**src/hdl/ohm_probe_step.sv**
```systemverilog
// ----------------------------------------------------------------------------
// ohm_probe_step: probe sequence step unit
// Shifts the perturbation right by five and forms the next slot index as
// five times the current index plus the new perturbation plus one.
// ----------------------------------------------------------------------------
module ohm_probe_step #(
  parameter int unsigned LOG_SLOTS = 6,
  parameter int unsigned KEY_BITS  = 64
) (
  input  logic [LOG_SLOTS-1:0] idx_i,
  input  logic [KEY_BITS-1:0]  perturb_i,
  output logic [LOG_SLOTS-1:0] idx_o,
  output logic [KEY_BITS-1:0]  perturb_o
);

  assign perturb_o = perturb_i >> 5;
  assign idx_o     = LOG_SLOTS'({idx_i, 2'b00}) + idx_i + LOG_SLOTS'(perturb_o)
                     + LOG_SLOTS'(1);

endmodule

```
**config.mk**
```make
export PLATFORM = sky130hd
export DESIGN_NAME = ohm_probe_step
export DESIGN_NICKNAME = d
export VERILOG_FILES = /design/src/hdl/ohm_probe_step.sv
export SDC_FILE = /design/constraint.sdc
export NUM_CORES = 1
export LEC_CHECK = 0
export ABC_AREA = 1
export BUFFER_PORTS_ARGS = -buffer_cell sky130_fd_sc_hd__buf_2
export CAP_MARGIN = 20
export CORE_ASPECT_RATIO = 0.5
export CORE_MARGIN = 3
export CORE_UTILIZATION = 29
export DETAILED_ROUTE_END_ITERATION = 8
export GPL_ROUTABILITY_DRIVEN = 0
export GPL_TIMING_DRIVEN = 0
export PLACE_DENSITY = 0.85
export SYNTH_ARGS = -nofsm -noshare
export SYNTH_HDL_FRONTEND = slang
export SYNTH_SLANG_ARGS = --single-unit
```
**constraint.sdc**
```tcl
create_clock -name vclk -period 2.4
set_input_delay 0.24 -clock vclk [all_inputs]
set_output_delay 0.24 -clock vclk [all_outputs]
set_load 0.02 [all_outputs]
```
==> results of run 1 <==
## worst max-delay path, cell delays in order
cell	delay, ps
buf_2	110
inv_1	50
fa_1	510
fa_1	470
nand3b_1	170
nand2_1	100
nand3_1	90
nand2_1	60
buf_2	150
## worst max-delay path by stage
stage | startpoint | endpoint | slack (ps) | cells past startpoint
after floorplan | idx_i[0] | idx_o[5] | 430 | 7
after global placement | idx_i[2] | idx_o[5] | 230 | 9
after detailed placement | idx_i[2] | idx_o[5] | 190 | 9
after CTS | idx_i[2] | idx_o[5] | 190 | 9
after global routing | idx_i[2] | idx_o[5] | 40 | 9
final | idx_i[2] | idx_o[5] | 200 | 9
## logic make-up after synthesis
logic type | count (synthesis) | synth area share (%)
fa+ha+maj | 10 | 19.0
xor+xnor | 2 | 2.15
simple gates | 20 | 9.97
compound gates | 2 | 1.23
buf+inv | 82 | 67.2
other cells | 1 | 0.460
## where the power goes
group	internal [uW]	total (uW)	switching [uW]
Clock	0	0	0
Sequential	0	0	0
Combinational	165	370	205
## stage by stage
stage	instances	cell area, um^2
CTS	233	1260
finish	233	1260
floorplan	121	831
global route	233	1260
detailed placement	233	1260
global placement	233	1260
## layout make-up
class / instances / area, um^2 / share of cell area, %
Buffer: 64 / 480 / 38.1
Timing Repair Buffer: 77 / 385 / 30.6
Multi-Input combinational cell: 39 / 283 / 22.4
Inverter: 18 / 67.6 / 5.36
Tap cell: 35 / 43.8 / 3.48
## cell usage in the layout, fill, tap and decap left out, drive strengths merged, types with 2 or more instances in the layout
cell / n
conb: 5
fa: 4
nor2: 4
a21oi: 2
inv: 18
nand2: 13
buf: 141
ha: 6
nand3: 2
## routing by layer
metal | up-vias | global-route usage [%] | wire length, um
li1 | 438 | - | -
met1 | 340 | 8.64 | 558
met2 | 45 | 24.8 | 1350
met3 | 0 | 0.207 | 213
met4 | 0 | 0 | 0
met5 | - | 0 | 0
==> impl_metrics.toml, run 1 <==
[setup_path]
critPathLaunchType = "input pin"
critPathKind = "in2out"
worst-path-max-fanout = 2
crit_arrival_ps = 1960
crit_required_ps = 2160
end_kind = "output port"

[yosys]
synth.most_common_cell = "buf_4"
ys_top_cells_by_area = "buf_4, fa_1, ha_1"
synthCells = 117
yosys_warnings = 0
ys_seq_area_share_pct = 0
synth_commonest_cells = "buf_4, inv_1, nand2_1"
syn-cell-area_um2 = 816
synth.largest_area_cell = "buf_4"
avgSynthCellArea_um2 = 6.97
synth.distinct_cells = 12
synth_top_area_share_pct = 58.9

[route]
drc_errors = 0
drt-initial-drc-count = 12
routed_wl_um = 2120
antenna_left = 0
dr.pass1.iters = 4
num_vias = 823
wl_per_cell_um = 9.11
viasPerCell = 3.53

[timing]
rsz0062_at_grt = "no"
hold_ws_ps = 697
min_period_ps = 2200
setup_viol = 0
fin_setup_tns_ps = 0
slew_violations = 0
post-route-period-util_pct = 91.7
max_freq_mhz = 454
setup_ws_ps = 199
report.final.hold_viol_count = 0

[floorplanning]
coreArea_um2 = 2430
die_h_um = 43.5
num_rows = 12
dieArea_um2 = 3520
die_x_um = 81.0
num_io_pins = 140
floorplan.initialDensity_pct = 33.5

[layout]
areaGrowthSynthToFinish_pct = 54.4
drive_above_1_share_pct = 71.2
area.sequential_um2 = 0
utilization_pct = 51.8
diodes = 0
fillCellCount = 232
nFlopsAndLatches = 0
nNetsFinal = 280
clkbuf_count = 0

[place]
dp_slack_ps = 191
portBuffers = 77
dp.final_hpwl_um = 2060

[grt]
first_global_vias = 714
grt_max_degree = 5
grt.overflow.total = 0
antenna_found_initial = 0
grt_pass1_wl_um = 2930
grtUsageTotal_pct = 9.81

[pwr]
max-vdd-ir-drop_mv = 0.114
power_density_nw_per_um2 = 294
finalPower_uw = 370
leakagePower_uw = 0.000862

[clock_tree]
postCtsSetupRepairBufs = 0
ctsResizeCount = 0
holdBufCountCts = 0

[worst_hold_path]
hold_end = "perturb_o[47]"
hp-start = "perturb_i[52]"
hold_class = "in2out"
hold_depth = 2

[status]
status = "finished, final reports clean"

[job]
maxCapViolations = 0
Note: power is estimated with default switching activity, not from simulation.
==> run 2: changes to the inputs <==
Settings changed: CORE_UTILIZATION 29 to 31, PLACE_DENSITY 0.85 to 0.9.
Clock period 2.4 ns to 2.76 ns, I/O delays scaled along.
==> run 2 against run 1 <==
Design area unchanged. Sequential share of layout area did not move. Combinational power shrank 14%. Worst hold slack gained 72 ps. First-iteration DRC count fell by 17%. Total power is 13% lower. Critical path depth stayed put. Critical endpoint unchanged. Largest cell class unchanged.
==> impl_metrics.toml, run 2 (synthesis gave the netlist of run 1 again) <==
[layout]
nFlopsAndLatches = 0
layout_commonest_cell = "buf_2"
areaGrowthSynthToFinish_pct = 54.4
layout_common_cells = "buf_2, buf_4, inv_1"
clkbuf_count = 0
nNetsFinal = 280
diodes = 0
fillCellCount = 220
utilization_pct = 53.5
area.sequential_um2 = 0
drive_above_1_share_pct = 71.2

[worst_hold_path]
hold_class = "in2out"
hp-start = "perturb_i[37]"
hold_end = "perturb_o[32]"
hold_depth = 2

[floorplanning]
num_rows = 12
dieArea_um2 = 3320
die_x_um = 78.5
die_h_um = 42.3
coreArea_um2 = 2360
floorplan.initialDensity_pct = 34.6
num_io_pins = 140

[clock_tree]
ctsResizeCount = 0
postCtsSetupRepairBufs = 0
holdBufCountCts = 0

[route]
drt-initial-drc-count = 10
drc_errors = 0
routed_wl_um = 2020
antenna_left = 0
wl_per_cell_um = 8.68
dr.pass1.iters = 4
num_vias = 856
viasPerCell = 3.67

[grt]
first_global_vias = 735
grt_pass1_wl_um = 2950
antenna_found_initial = 0
grt_max_degree = 5
grtUsageTotal_pct = 10.2
grt.overflow.total = 0

[timing]
max_freq_mhz = 446
slew_violations = 0
rsz0062_at_grt = "no"
report.final.hold_viol_count = 0
post-route-period-util_pct = 81.3
setup_viol = 0
min_period_ps = 2240
fin_setup_tns_ps = 0

[pwr]
finalPower_uw = 320
comb_power_share_pct = 100.0
leakagePower_uw = 0.000862
p_clk_share_pct = 0
power_density_nw_per_um2 = 254
p_int_uw = 143
seq_power_share_pct = 0
max-vdd-ir-drop_mv = 0.124
p_sw_share_pct = 55.4
power_switching_uw = 177

[setup_path]
crit_required_ps = 2480
end_kind = "output port"
critPathKind = "in2out"
crit_arrival_ps = 1970
worst-path-max-fanout = 2
critPathLaunchType = "input pin"

[status]
status = "finished, final reports clean"

[place]
portBuffers = 77
dp.final_hpwl_um = 2010

[job]
maxCapViolations = 0
## run 2: cell counts in the layout (fill, tap and decap cells not counted)
No cell type changed its count.
## run 2: how the worst max path moves through the flow
stage	startpoint	end	depth (start not counted)
2_1_floorplan	idx_i[0]	idx_o[5]	7
3_3_place_gp	idx_i[2]	idx_o[5]	9
3_5_place_dp	idx_i[2]	idx_o[5]	9
4_1_cts	idx_i[2]	idx_o[5]	9
5_1_grt	idx_i[2]	idx_o[5]	9
6_report	idx_i[2]	idx_o[5]	9
## run 2: cell type report
| class | instances | area (um^2) | share of cell area [%] |
|---|---|---|---|
| Buffer | 64 | 480 | 38.1 |
| Tap cell | 35 | 43.8 | 3.48 |
| Inverter | 18 | 67.6 | 5.36 |
| Timing Repair Buffer | 77 | 385 | 30.6 |
| Multi-Input combinational cell | 39 | 283 | 22.4 |
## run 2: metal layers
metal	part of all wire, %	GRT usage (%)	vias up
li1	-	-	442
met1	27	9.21	360
met5	0	0	-
met3	12	1.50	0
met4	0	0	0
met2	61	24.3	54
## run 2: through the flow
| stage | setup WS (ps) | hold WS, ps | instance area, um^2 | cells |
|---|---|---|---|---|
| 4_1_cts | 503 | 770 | 1260 | 233 |
| 5_1_grt | 386 | 772 | 1260 | 233 |
| 2_1_floorplan | 720 | 665 | 831 | 121 |
| 6_report | 516 | 769 | 1260 | 233 |
| 3_3_place_gp | 533 | 770 | 1260 | 233 |
| 3_5_place_dp | 505 | 770 | 1260 | 233 |
## run 2: power groups by stage
stage / clock (uW) / combinational (uW) / sequential [uW]
detailed placement: 0 / 325 / 0
global placement: 0 / 318 / 0
global route: 0 / 349 / 0
floorplan: 0 / 236 / 0
CTS: 0 / 325 / 0
finish: 0 / 320 / 0
## run 2: critical path: stages
cell      delay, ps
buf_2           110
inv_1            50
fa_1            500
fa_1            470
nand3b_1        170
nand2_1          90
nand3_1          80
nand2_1          60
buf_2           160
==> run 3: changes to the inputs <==
Settings changed: ABC_AREA 1 to 0, CORE_UTILIZATION 31 to 28, PLACE_DENSITY 0.9 to 0.85.
Clock period 2.76 ns to 2.17 ns, I/O delays scaled along.
==> run 3 against run 2 <==
Sequential share of layout area did not move. Total power grew 35%. Clock-buffer cell count did not move. Combinational power rose by 35%. Synthesized area decreased by 6.1%. Critical path type unchanged. Critical endpoint is now idx_o[4].
==> impl_metrics.toml, run 3 <==
[status]
status = "finished, final reports clean"

[route]
routed_wl_um = 1960
antenna_left = 0
wl_per_cell_um = 9.20
drt-initial-drc-count = 4
wl_met1_um = 513
drc_errors = 0
dr.pass1.iters = 2
viasPerCell = 3.57
wl_met2_um = 1170
wl_met3_um = 279
num_vias = 760
dr.max_layer_used = "met3"

[place]
place_inst = 213
dp.final_hpwl_um = 1910
dp_slack_ps = -8.77
portBuffers = 77
placed_area_um2 = 1210

[yosys]
synth_top_family_by_area = "buffers and inverters"
synth-xor-area-share_pct = 6.86
synth.distinct_cells = 10
synth_fa_ha_area_share_pct = 20.3
synthCells = 97
avgSynthCellArea_um2 = 7.89
yosys_warnings = 0
synth_top_area_share_pct = 62.7
synth.largest_area_cell = "buf_4"
synth-simple-area-share_pct = 0
synthMuxAreaShare_pct = 0
synth_commonest_cells = "buf_4, inv_1, ha_1"
synth_compound_area_share_pct = 3.76
ys_top_cells_by_area = "buf_4, fa_1, ha_1"
syn-cell-area_um2 = 766
synth.most_common_cell = "buf_4"
ys_seq_area_share_pct = 0

[pwr]
leakagePower_uw = 0.000801
power_density_nw_per_um2 = 351
max-vdd-ir-drop_mv = 0.146

[timing]
max_freq_mhz = 484
post-route-period-util_pct = 95.2
min_period_ps = 2070
hold_ws_ps = 651
rsz0062_at_grt = "no"
setup_ws_ps = 104
fin_setup_tns_ps = 0
report.final.hold_viol_count = 0
slew_violations = 0
setup_viol = 0

[setup_path]
crit_required_ps = 1950
crit_arrival_ps = 1850
end_kind = "output port"
startpoint = "idx_i[0]"
worst-path-max-fanout = 2
critPathLaunchType = "input pin"
critPathKind = "in2out"

[layout]
clkbuf_count = 0
layout_commonest_cell = "buf_2"
areaGrowthSynthToFinish_pct = 61.1
area.sequential_um2 = 0
finalNonFillerCells = 213
fin_area_um2 = 1230
diodes = 0
nNetsFinal = 260
layout_common_cells = "buf_2, buf_4, inv_1"
nFlopsAndLatches = 0
drive_above_1_share_pct = 81.5

[grt]
grt_max_degree = 4
grt_pass1_wl_um = 2730
grt.overflow.total = 0
first_global_vias = 701
antenna_found_initial = 0
grtUsageTotal_pct = 9.33

[floorplanning]
num_io_pins = 140
coreArea_um2 = 2400
num_rows = 12
die_x_um = 80.0
floorplan.initialDensity_pct = 31.9
die_h_um = 43.0
dieArea_um2 = 3440

[job]
maxCapViolations = 0

[worst_hold_path]
hp-start = "perturb_i[25]"
hold_class = "in2out"

[clock_tree]
postCtsSetupRepairBufs = 0
-- run 3: cell families (layout without fill, tap and decap cells) --
logic type | Yosys count | after routing
buf+inv | 76 | 153
fa+ha+maj | 10 | 10
xor+xnor | 6 | 6
compound gates | 4 | 4
other cells | 1 | 5
-- run 3: timing repair --
action,CTS,global route
pin swaps,0,6
resized for setup,1,4
hold buffers,0,0
endpoints found under the setup margin,1,2
-- run 3: final timing paths --
kind / endpoint / cells after the start / slack [ps]
hold / removal: perturb_o[20] / 2 / 650
setup / recovery: idx_o[4] / 9 / 100
-- run 3: cell type report --
cell class                 instances  area, um^2
timing repair buffer              77         390
fill                             223        1170
tap                               35        43.8
multi-input combinational         25         274
inverter                          12        45.0
buffer                            64         480
-- run 3: through the flow --
step / utilization [%] / power [uW]
after global routing: 51.4 / 472
after global placement: 50.4 / 414
after detailed placement: 50.4 / 420
after CTS: 50.5 / 424
final: 51.4 / 433
after floorplan: - / 308
-- run 3: critical path, cell delays in order --
cell and delay [ps]:
buf_2 70, inv_1 60, fa_1 580, inv_1 80, ha_4 210, a21o_1 180
a21oi_2 160, xnor2_1 130, buf_4 160
-- run 3: per-layer routing --
layer	up-vias	global-route usage, %
li1	381	-
met1	320	8.09
met2	59	23.0
met3	0	0.847
met4	0	0
met5	-	0
-- run 3: report_power, final --
| group | total, uW | switching (uW) | internal [uW] |
|---|---|---|---|
| registers | 0 | 0 | 0 |
| clock network | 0 | 0 | 0 |
| logic | 433 | 230 | 203 |
